<file path="src/hdl/assert_macros.svh">
// Assertion macros shared by the console RTL.
// No dependencies; included by the modules that carry assertions.
`ifndef ASSERT_MACROS_SVH
`define ASSERT_MACROS_SVH

// The condition must hold at every clock edge outside reset.
`define ASSERT_HOLDS(lbl, clk, rst, cond, msg) \
  lbl: assert property (@(posedge clk) disable iff (rst) (cond)) else $error(msg);

// When the antecedent holds, the consequent must hold in the next cycle.
`define ASSERT_NEXT(lbl, clk, rst, ante, cons, msg) \
  lbl: assert property (@(posedge clk) disable iff (rst) (ante) |=> (cons)) else $error(msg);

`endif

</file>
<file path="src/hdl/tcw_addr_unit.sv">
// Shared address adder: adds two cell indexes modulo the screen size.
// No dependencies; used by the console sequencer for every store address.
module tcw_addr_unit #(
  parameter int CELLS = 2000,
  localparam int AW = $clog2(CELLS)
) (
  input  logic [AW-1:0] a,
  input  logic [AW-1:0] b,
  output logic [AW-1:0] sum
);

  logic [AW:0] raw;
  logic [AW:0] wrapped;

  assign raw     = {1'b0, a} + {1'b0, b};
  assign wrapped = raw - (AW+1)'(CELLS);
  assign sum     = (raw >= (AW+1)'(CELLS)) ? wrapped[AW-1:0] : raw[AW-1:0];

endmodule

</file>
<file path="config.mk">
export PLATFORM = sky130hd
export DESIGN_NAME = tcw_addr_unit
export DESIGN_NICKNAME = d
export VERILOG_FILES = /design/src/hdl/assert_macros.svh /design/src/hdl/tcw_addr_unit.sv
export SDC_FILE = /design/constraint.sdc
export NUM_CORES = 1
export LEC_CHECK = 0
export ABC_AREA = 0
export BUFFER_PORTS_ARGS = -buffer_cell sky130_fd_sc_hd__buf_2
export CORE_MARGIN = 5
export CORE_UTILIZATION = 56
export DETAILED_ROUTE_END_ITERATION = 16
export PLACE_DENSITY = 0.91
export SLEW_MARGIN = 20
export SYNTH_ARGS = -nofsm -noshare
export SYNTH_HDL_FRONTEND = slang
export SYNTH_SLANG_ARGS = --single-unit
</file>
<file path="constraint.sdc">
create_clock -name vclk -period 6.61
set_input_delay 1.322 -clock vclk [all_inputs]
set_output_delay 1.322 -clock vclk [all_outputs]
set_load 0.01 [all_outputs]
</file>
* Word level (Yosys, flattened, before mapping)
Index checks and enable logic that the tools add are counted.
** Storage, ports and cells
- Bits in registers :: 0
- Bits of input ports :: 22
- Output and inout bits :: 11
- Logic and storage cells :: 4
** Operators by class
- Add/subtract/negate cells :: 2
- Magnitude comparators :: 1
- Muxes and demuxes :: 1
** Operator list (number)
- adder 11 x 11 -> 12 bit :: 1
- greater-or-equal comparator 12 x 11 -> 1 bit, second input constant :: 1
- two-way mux 11 bit :: 1
- subtractor 11 bit, second input constant :: 1

* Longest topological paths before layout
Gate-level depths: netlist of the first run.
- Depth after elaboration :: 3
- Depth in mapped cells :: 14
- Gate-level depth less buffers :: 14

* Least setup slack after synthesis of the first run
No wires, ideal clock.
- Kind :: input -> output
- Start point :: in a[0]
- End point :: out sum[5]
- Data arrival time :: 3.617 ns
- Data required time :: 5.288 ns
- Path slack :: 1.671 ns
- Cell stages on the path :: 14
- Buffers on the path :: 0
- Path through :: ha_1 > inv_1 > fa_1 > nor2b_1 > o21ai_0 > nand2b_1 > xnor2_1 > inv_1 > ha_1 > nand2_1 > o41ai_2 > nand3_2 > o31ai_2 > mux2i_1
** On the way
- Cells in the longest elaborated chain, start to end :: 3
- Elaborated cells between the ends (all ways) :: 4
- Classes of those cells :: add/sub: 2; order compare: 1; mux: 1
** Ends and longest elaborated chain
- start: declaration :: RTL line tcw_addr_unit.sv:7 : input logic [AW-1:0] a,
- adder 11 x 11 -> 12 bit * :: RTL line tcw_addr_unit.sv:15 : assign raw = {1'b0, a} + {1'b0, b};
- subtractor 11 bit or greater-or-equal comparator 12 x 11 -> 1 bit (tied branches) :: RTL line tcw_addr_unit.sv:16, tcw_addr_unit.sv:17
- two-way mux 11 bit * :: RTL line tcw_addr_unit.sv:17 : assign sum = (raw >= (AW+1)'(CELLS)) ? wrapped[AW-1:0] : raw[AW-1:0];
- end: declaration :: RTL line tcw_addr_unit.sv:9 : output logic [AW-1:0] sum
Mark *: on every way between the ends. The rest lies on a longest branch, timed or not.

* Worst setup path after layout of the first run
Ends and elaborated chain as after synthesis.

==> results of run 1 <==
[stage by stage]
step	utilization, %	hold slack, ns	cell area [sq um]
after global routing	74.5	3.02	993
after CTS	74.5	3.00	993
after detailed placement	74.5	3.00	993
final	74.5	2.99	993
after global placement	74.5	2.99	993
after floorplan	-	2.81	810
[cell type report]
cell class / count / area (sq um)
Timing Repair Buffer: 33 / 165
Fill cell: 121 / 340
Tap cell: 15 / 18.8
Inverter: 8 / 30.0
Multi-Input combinational cell: 103 / 779
[worst max-delay path, cell delays in order]
cell                       delay [ns]
sky130_fd_sc_hd__buf_2           0.08
sky130_fd_sc_hd__ha_1            0.18
sky130_fd_sc_hd__inv_1           0.06
sky130_fd_sc_hd__fa_1            0.39
sky130_fd_sc_hd__nor2b_1         0.18
sky130_fd_sc_hd__o21ai_0         0.09
sky130_fd_sc_hd__nand2b_1        0.09
sky130_fd_sc_hd__xnor2_1         0.14
sky130_fd_sc_hd__inv_1           0.09
sky130_fd_sc_hd__ha_1            0.13
sky130_fd_sc_hd__nand2_1         0.06
sky130_fd_sc_hd__o41ai_2         0.25
sky130_fd_sc_hd__nand3_2         0.18
sky130_fd_sc_hd__o31ai_2         0.37
sky130_fd_sc_hd__mux2i_1         0.22
sky130_fd_sc_hd__buf_2           0.15
[worst max-delay path by stage]
stage | depth (start not counted) | slack, ns | startpoint | to
2_1_floorplan | 14 | 1.67 | a[0] | sum[5]
3_3_place_gp | 16 | 1.41 | a[0] | sum[5]
3_5_place_dp | 16 | 1.30 | a[0] | sum[9]
4_1_cts | 16 | 1.28 | a[0] | sum[5]
5_1_grt | 16 | 0.99 | a[0] | sum[9]
6_report | 16 | 1.30 | a[0] | sum[5]
[power by group]
group / internal, mW / total (mW) / switching [mW]
clock network: 0 / 0 / 0
registers: 0 / 0 / 0
logic: 0.0615 / 0.142 / 0.0809
[cell usage in the layout (no fill, tap or decap)]
cell type / Yosys / layout
sky130_fd_sc_hd__a2111oi_1: 1 / 1
sky130_fd_sc_hd__a211o_1: 2 / 2
sky130_fd_sc_hd__a211oi_1: 1 / 1
sky130_fd_sc_hd__a211oi_2: 2 / 2
sky130_fd_sc_hd__a21o_1: 5 / 5
sky130_fd_sc_hd__a21oi_1: 6 / 6
sky130_fd_sc_hd__a22o_1: 1 / 1
sky130_fd_sc_hd__a22oi_1: 1 / 1
sky130_fd_sc_hd__a31oi_1: 3 / 3
sky130_fd_sc_hd__and2_1: 3 / 3
sky130_fd_sc_hd__and3_1: 1 / 1
sky130_fd_sc_hd__and3b_1: 1 / 1
sky130_fd_sc_hd__buf_2: 0 / 33
sky130_fd_sc_hd__fa_1: 1 / 1
sky130_fd_sc_hd__ha_1: 13 / 13
sky130_fd_sc_hd__inv_1: 8 / 8
sky130_fd_sc_hd__mux2i_1: 2 / 2
sky130_fd_sc_hd__nand2_1: 11 / 11
sky130_fd_sc_hd__nand2b_1: 2 / 2
sky130_fd_sc_hd__nand3_1: 8 / 8
sky130_fd_sc_hd__nand3_2: 2 / 2
sky130_fd_sc_hd__nand4b_1: 1 / 1
sky130_fd_sc_hd__nand4b_4: 1 / 1
sky130_fd_sc_hd__nor2_1: 9 / 9
sky130_fd_sc_hd__nor2b_1: 1 / 1
sky130_fd_sc_hd__nor3_1: 2 / 2
sky130_fd_sc_hd__o211ai_1: 2 / 2
sky130_fd_sc_hd__o21a_1: 1 / 1
sky130_fd_sc_hd__o21ai_0: 5 / 5
sky130_fd_sc_hd__o21ai_1: 1 / 1
sky130_fd_sc_hd__o22ai_1: 1 / 1
sky130_fd_sc_hd__o311ai_1: 2 / 2
sky130_fd_sc_hd__o31a_1: 1 / 1
sky130_fd_sc_hd__o31ai_2: 1 / 1
sky130_fd_sc_hd__o41ai_2: 1 / 1
sky130_fd_sc_hd__or2_2: 1 / 1
sky130_fd_sc_hd__or3_1: 2 / 2
sky130_fd_sc_hd__xnor2_1: 3 / 3
sky130_fd_sc_hd__xnor2_2: 1 / 1
sky130_fd_sc_hd__xor2_1: 1 / 1
[per-layer routing]
metal,vias to the layer above,GRT usage [%]
li1,491,-
met1,475,22.8
met2,35,35.9
met3,0,0.376
met4,0,1.08
met5,-,0
[cells by family after synthesis]
group	synth area share (%)
adder cells (fa/ha/maj)	22.6
AO/OA/AOI/OAI	34.2
multiplexers	2.47
buffers and inverters	3.71
AND/OR/NAND/NOR	30.8
XOR/XNOR	6.34
==> reports/metrics.cfg, run 1 <==
[routing]
drcViolationCount=0
top_signal_layer_used=met3
met3RoutedLength_um=189
antenna_violating_nets_left=0
wirelength_met1_um=875
viasPerCell=6.30
detail_route.wirelength_mm=2.08
dr_total_vias=1001
detailedRoute.firstPassIterationCount=4
detail_route.wl_per_cell_um=13.1
drt_first_iter_violations=27
routed-wl-met2_mm=1.02

[global_route]
grt_antenna_before_repair=0
overflow=0
grt_max_degree=7
first_global_vias=862
wire_length_of_the_first_global_routing_pass_mm=3.24
grtUsageTotal_pct=18.3

[setup_path]
cp-end-kind=output pin
timing.critical_path.required_ns=5.29
sort_of_element_at_the_start_of_the_critical_path=input pin
timing.critical_path.fanout_max=5
critPathKind=input pin to output pin
arrival_ns=3.99

[layout]
area_overhead_vs_synth_pct=22.7
flops_and_latches=0
final_layout_size_suffix_gt1_share_pct=29.2
antennaDiodeCount=0
final_standard_cell_count_with_taps_included_and_fillers_excluded=159
clockBufferCount=0
finish.net_count=182
seqCellArea_sq_um=0

[logic_synthesis]
post_synth_main_area_contributors=sky130_fd_sc_hd__ha_1, sky130_fd_sc_hd__nand2_1, sky130_fd_sc_hd__nand3_1
synth_cell_type_count=39
synth_sequential_area_ratio_pct=0
mappedNetlistArea_sq_um=810
synthDominantCellAreaShare_pct=20.1
synth.most_common_cell=sky130_fd_sc_hd__ha_1
yosys_top_cell_by_area=sky130_fd_sc_hd__ha_1
synth_cells=111
synth_nets=147
synth.avg_cell_area_sq_um=7.29
yosysWarnings=0
synth_top_cells_by_count=sky130_fd_sc_hd__ha_1, sky130_fd_sc_hd__nand2_1, sky130_fd_sc_hd__nor2_1

[sta]
max_clock_freq_mhz=188
setup_viol=0
share_of_the_clock_period_used_by_the_worst_path_pct=80.4
maxSlewViolCount=0
max_slew_margin_pct=70.6
setup_tns_ns=0
rsz0062_at_grt=no
postLayoutSetupSlackWorst_ns=1.30
post-route-min-period_ns=5.31
finalHoldViolations=0
tightestPinTransition_ns=0.437

[placed_design]
dpl.hpwl_mm=1.80
post-place-ws_ns=1.30
place_congestion=0.918
dp.cells=159
io_buffers=33

[worst_hold_path]
min_path_cells=3
hold_removal_path_class=input pin to output pin
hold_path.startpoint=b[0]
holdPathEnd=sum[0]

[floorplan]
chipWidth_um=48.0
floorplan.io_pins=33
floorplan.core_area_sq_mm=0.00133
die_area_sq_mm=0.00231
std_cell_rows=13
initial_utilization_pct=60.7
die-height_um=48.0

[power_and_ir_drop]
cellLeakagePower_nw=0.517
power.density_cell_area_mw_per_mm2=143
design_power_total_mw=0.142
vdd_drop_max_uv=71.1

[outcome]
run_status=complete, no violations

[clock_network]
cts_setup_buffers=0
ctsHoldBuffers=0
postCtsResizedCells=0

[job]
maxCapViolCount=0

Power figures use the tool's default switching activity.
==> run 2: changes to the inputs <==
Settings changed: CORE_UTILIZATION 56 to 47, PLACE_DENSITY 0.91 to 0.81.
Clock period 6.61 ns to 4.7 ns, I/O delays scaled along.
==> reports/metrics.cfg, run 2 (synthesis results as in run 1) <==
[outcome]
run_status=complete, no violations  ; unchanged

[layout]
finish.net_count=185  ; was 182
filler_cell_count=155  ; was 121
final_layout_size_suffix_gt1_share_pct=36.7  ; was 29.2%
seqCellArea_sq_um=0  ; unchanged
antennaDiodeCount=0  ; unchanged
flops_and_latches=0  ; unchanged
final_cell_mix=sky130_fd_sc_hd__buf_2, sky130_fd_sc_hd__nand2_1, sky130_fd_sc_hd__ha_1  ; was sky130_fd_sc_hd__buf_2, sky130_fd_sc_hd__ha_1, sky130_fd_sc_hd__nand2_1
finalInstanceArea_sq_mm=0.00110  ; was 993 sq um
final_standard_cell_count_with_taps_included_and_fillers_excluded=164  ; was 159
area_overhead_vs_synth_pct=36.2  ; was 22.7%
mostFrequentLayoutCell=sky130_fd_sc_hd__buf_2  ; unchanged
clockBufferCount=0  ; unchanged

[sta]
max_slew_margin_pct=62.8  ; was 70.6%
holdWs_ns=2.20  ; was 2.99 ns
tightestPinTransition_ns=0.557  ; was 0.437 ns
postLayoutSetupSlackWorst_ns=0.153  ; was 1.30 ns
share_of_the_clock_period_used_by_the_worst_path_pct=96.8
finalHoldViolations=0  ; unchanged
setup_viol=0  ; unchanged
maxSlewViolCount=0  ; unchanged
post-route-min-period_ns=4.55
max_clock_freq_mhz=220

[placed_design]
dp.cells=161  ; was 159
dpl.hpwl_mm=1.83  ; was 1.80 mm
post-place-ws_ns=0.114  ; was 1.30 ns
placed_cell_area_sq_um=996  ; was 993 sq um
place_congestion=0.866  ; was 0.918
io_buffers=33  ; unchanged

[setup_path]
cp-end-kind=output pin  ; unchanged
critical-path-top-cell-by-count=sky130_fd_sc_hd__buf_2
timing.critical_path.fanout_max=5  ; unchanged
critPathKind=input pin to output pin  ; unchanged
critical_path.cell_chain=buf_2 > ha_1 > a211oi_2 > nor2_1 > o21ai_0 > a22o_1 > ha_2 > nand2_1 > o41ai_2 > nand3_2 > o31ai_4 > mux2i_1 > buf_2  ; was buf_2 > ha_1 > inv_1 > fa_1 > nor2b_1 > o21ai_0 > nand2b_1 > xnor2_1 > inv_1 > ha_1 > nand2_1 > o41ai_2 > nand3_2 > o31ai_2 > mux2i_1 > buf_2
cp_top_family=compound AO/OA/AOI/OAI gates  ; unchanged
critical_path.max_stage_delay_ns=0.40  ; was 0.39 ns
crit_buf_inv=2  ; was 4
timing.critical_path.required_ns=3.76  ; was 5.29 ns
crit_slowest_cell=sky130_fd_sc_hd__o41ai_2  ; was sky130_fd_sc_hd__fa_1
arrival_ns=3.61  ; was 3.99 ns
sort_of_element_at_the_start_of_the_critical_path=input pin  ; unchanged

[global_route]
grt_antenna_before_repair=0  ; unchanged
grtUsageTotal_pct=17.2  ; was 18.3%
wire_length_of_the_first_global_routing_pass_mm=3.79  ; was 3.24 mm
overflow=0  ; unchanged
grt_max_degree=7  ; unchanged
first_global_vias=969  ; was 862

[clock_network]
ctsHoldBuffers=0  ; unchanged

[routing]
detailedRoute.firstPassIterationCount=4  ; unchanged
drt_first_iter_violations=23  ; was 27
drcViolationCount=0  ; unchanged
detail_route.wl_per_cell_um=14.0  ; was 13.1 um
dr_total_vias=994  ; was 1001
viasPerCell=6.06  ; was 6.30
antenna_violating_nets_left=0  ; unchanged
detail_route.wirelength_mm=2.30  ; was 2.08 mm

[floorplan]
die_area_sq_mm=0.00265  ; was 0.00231 sq mm
floorplan.core_area_sq_mm=0.00169  ; was 0.00133 sq mm
std_cell_rows=15  ; was 13
die-height_um=51.5  ; was 48.0 um
initial_utilization_pct=47.9  ; was 60.7%
floorplan.io_pins=33  ; unchanged
chipWidth_um=51.5  ; was 48.0 um

[power_and_ir_drop]
power.density_cell_area_mw_per_mm2=207  ; was 143 mW/mm^2
vdd_drop_max_uv=98.8  ; was 71.1 uV
design_power_total_mw=0.228  ; was 0.142 mW
cellLeakagePower_nw=0.549  ; was 0.517 nW

[worst_hold_path]
hold_removal_path_class=input pin to output pin  ; unchanged

[job]
maxCapViolCount=0  ; unchanged

-- run 2: changes by cell type in the layout (fill, tap and decap cells not counted), sizes merged --
cell | previous run | this run
buf | 33 | 36
-- run 2: repair_timing --
item,in CTS,in global routing
hold endpoints to repair,0,0
setup buffers,0,3
endpoints found under the setup margin,0,3
resized for setup,0,18
-- run 2: final timing paths --
| check | startpoint | endpoint | slack [ns] | cells after the start |
|---|---|---|---|---|
| setup / recovery | a[1] | sum[5] | 0.15 | 13 |
| hold / removal | a[0] | sum[0] | 2.20 | 3 |
-- run 2: power by group --
group / internal (mW) / switching, mW
registers: 0 / 0
logic: 0.100 / 0.127
clock network: 0 / 0
-- run 2: layout make-up --
| class | instances | area (sq um) | share of cell area, % |
|---|---|---|---|
| inverters | 8 | 30.0 | 2.72 |
| well taps | 17 | 21.3 | 1.93 |
| repair buffers | 36 | 204 | 18.5 |
| multi-input cells | 103 | 847 | 76.8 |
-- run 2: stage by stage --
stage	setup TNS, ns	utilization [%]
2_1_floorplan	0	-
3_3_place_gp	0	59.0
3_5_place_dp	0	59.0
4_1_cts	0	59.0
5_1_grt	-0.0157	65.3
6_report	0	65.3
-- run 2: routing by layer --
metal  part of all wire [%]  vias to the layer above  GRT usage (%)
met2                     52                       47           33.7
li1                       -                      493              -
met5                      0                        -              0
met3                    6.9                        0           1.43
met1                     41                      454           20.3
met4                      0                        0           2.18
-- run 2: worst min-delay path, cell delays in order --
cell and delay [ns]:
sky130_fd_sc_hd__buf_6 0.07, sky130_fd_sc_hd__ha_4 0.12, sky130_fd_sc_hd__buf_2 0.12
==> run 3: changes to the inputs <==
Settings changed: RECOVER_POWER set to 50.
==> reports/metrics.cfg, run 3 (synthesis results as in run 1) <==
[sta]
max_slew_margin_pct=62.2  ; was 62.8%
holdWs_ns=2.23  ; was 2.20 ns
tightestPinTransition_ns=0.566  ; was 0.557 ns
share_of_the_clock_period_used_by_the_worst_path_pct=97.2  ; was 96.8%
setup_tns_ns=0  ; unchanged
maxSlewViolCount=0  ; unchanged
setup_viol=0  ; unchanged
post-route-min-period_ns=4.57  ; was 4.55 ns
finalHoldViolations=0  ; unchanged
max_clock_freq_mhz=219  ; was 220 MHz

[routing]
detail_route.wirelength_mm=2.33  ; was 2.30 mm
drcViolationCount=0  ; unchanged
viasPerCell=6.12  ; was 6.06
detail_route.wl_per_cell_um=14.2  ; was 14.0 um
antenna_violating_nets_left=0  ; unchanged
dr_total_vias=1004  ; was 994
drt_first_iter_violations=26  ; was 23
detailedRoute.firstPassIterationCount=4  ; unchanged

[layout]
final_cell_mix=sky130_fd_sc_hd__buf_2, sky130_fd_sc_hd__nand2_1, sky130_fd_sc_hd__ha_1  ; unchanged
seqCellArea_sq_um=0  ; unchanged
clockBufferCount=0  ; unchanged
antennaDiodeCount=0  ; unchanged
final_layout_size_suffix_gt1_share_pct=34.0  ; was 36.7%
flops_and_latches=0  ; unchanged
finalInstanceArea_sq_mm=0.00109  ; was 0.00110 sq mm
mostFrequentLayoutCell=sky130_fd_sc_hd__buf_2  ; unchanged
area_overhead_vs_synth_pct=34.8  ; was 36.2%
finish.net_count=185  ; unchanged
final_standard_cell_count_with_taps_included_and_fillers_excluded=164  ; unchanged

[global_route]
grt_antenna_before_repair=0  ; unchanged
grtUsageTotal_pct=17.2  ; unchanged
first_global_vias=969  ; unchanged
grt_max_degree=7  ; unchanged
wire_length_of_the_first_global_routing_pass_mm=3.79  ; unchanged
overflow=0  ; unchanged

[floorplan]
chipWidth_um=51.5  ; unchanged
initial_utilization_pct=47.9  ; unchanged
die-height_um=51.5  ; unchanged
std_cell_rows=15  ; unchanged
die_area_sq_mm=0.00265  ; unchanged
floorplan.io_pins=33  ; unchanged
floorplan.core_area_sq_mm=0.00169  ; unchanged

[power_and_ir_drop]
cellLeakagePower_nw=0.535  ; was 0.549 nW
sw_frac_of_total_pct=56.6  ; was 55.9%
p_seq_share_pct=0  ; about the same
power.density_cell_area_mw_per_mm2=207  ; about the same
combinationalPowerShare_pct=100.0  ; about the same
design_power_total_mw=0.226  ; was 0.228 mW
p_int_mw=0.0983  ; was 0.100 mW
p_sw_mw=0.128  ; was 0.127 mW
share_clk_of_total_power_pct=0  ; about the same
vdd_drop_max_uv=99.9  ; was 98.8 uV

[setup_path]
crit_slowest_cell=sky130_fd_sc_hd__o41ai_2  ; unchanged
timing.critical_path.fanout_max=5  ; unchanged
critical_path.max_stage_delay_ns=0.40  ; about the same
critical-path-top-cell-by-count=sky130_fd_sc_hd__buf_2  ; unchanged
cp-end-kind=output pin  ; unchanged
critical_path.cell_chain=buf_2 > ha_1 > a211oi_2 > nor2_1 > o21ai_0 > a22o_1 > ha_2 > nand2_1 > o41ai_2 > nand3_2 > o31ai_4 > mux2i_1 > buf_2  ; unchanged
timing.critical_path.required_ns=3.76  ; about the same
critPathKind=input pin to output pin  ; unchanged
sort_of_element_at_the_start_of_the_critical_path=input pin  ; unchanged
arrival_ns=3.63  ; was 3.61 ns

[placed_design]
dpl.hpwl_mm=1.83  ; unchanged
placed_cell_area_sq_um=996  ; unchanged
io_buffers=33  ; unchanged
place_congestion=0.866  ; unchanged
dp.cells=161  ; unchanged

[outcome]
run_status=complete, no violations  ; unchanged

[worst_hold_path]
hold_removal_path_class=input pin to output pin  ; unchanged

[job]
maxCapViolCount=0  ; unchanged

## run 3: metrics by stage
step / utilization [%] / worst slack (ns)
floorplan: - / 0.525
global placement: 59.0 / 0.244
detailed placement: 59.0 / 0.114
CTS: 59.0 / 0.102
global route: 64.6 / -0.0157
finish: 64.6 / 0.130
## run 3: what timing repair did
item | 4_1_cts | 5_1_grt
resized for setup | 0 | 18
buffers inserted | 0 | 3
endpoints found under the setup margin | 0 | 3
hold buffers | 0 | 0
endpoints found under the hold margin | 0 | 0
## run 3: area by class of cell
| class | instances | area, sq um |
|---|---|---|
| multi-input cells | 103 | 840 |
| repair buffers | 36 | 200 |
| fillers | 160 | 598 |
| well taps | 17 | 21.3 |
| inverters | 8 | 30.0 |
## run 3: final timing paths
path | from | end | slack (ns) | cells after the start
worst max-delay path | a[1] | sum[5] | 0.13 | 13
worst min-delay path | a[0] | sum[0] | 2.23 | 3
## run 3: critical path, delay by kind of cell
family / cells / cell delay [ns]
AOI/OAI and AO/OA: 5 / 1.30
adders and majority gates: 2 / 0.51
buffers and inverters: 2 / 0.27
muxes: 1 / 0.22
and+or+nand+nor: 3 / 0.40
## run 3: per-layer routing
metal	global-route usage, %	part of all wire (%)
met1	20.3	42
met2	33.7	52
met3	1.43	6.3
met4	2.18	0
met5	0	0
## run 3: power groups by stage
stage,Clock [mW],Sequential [mW],Combinational (mW)
after floorplan,0,0,0.143
after global placement,0,0,0.193
after detailed placement,0,0,0.198
after CTS,0,0,0.199
after global routing,0,0,0.249
final,0,0,0.226
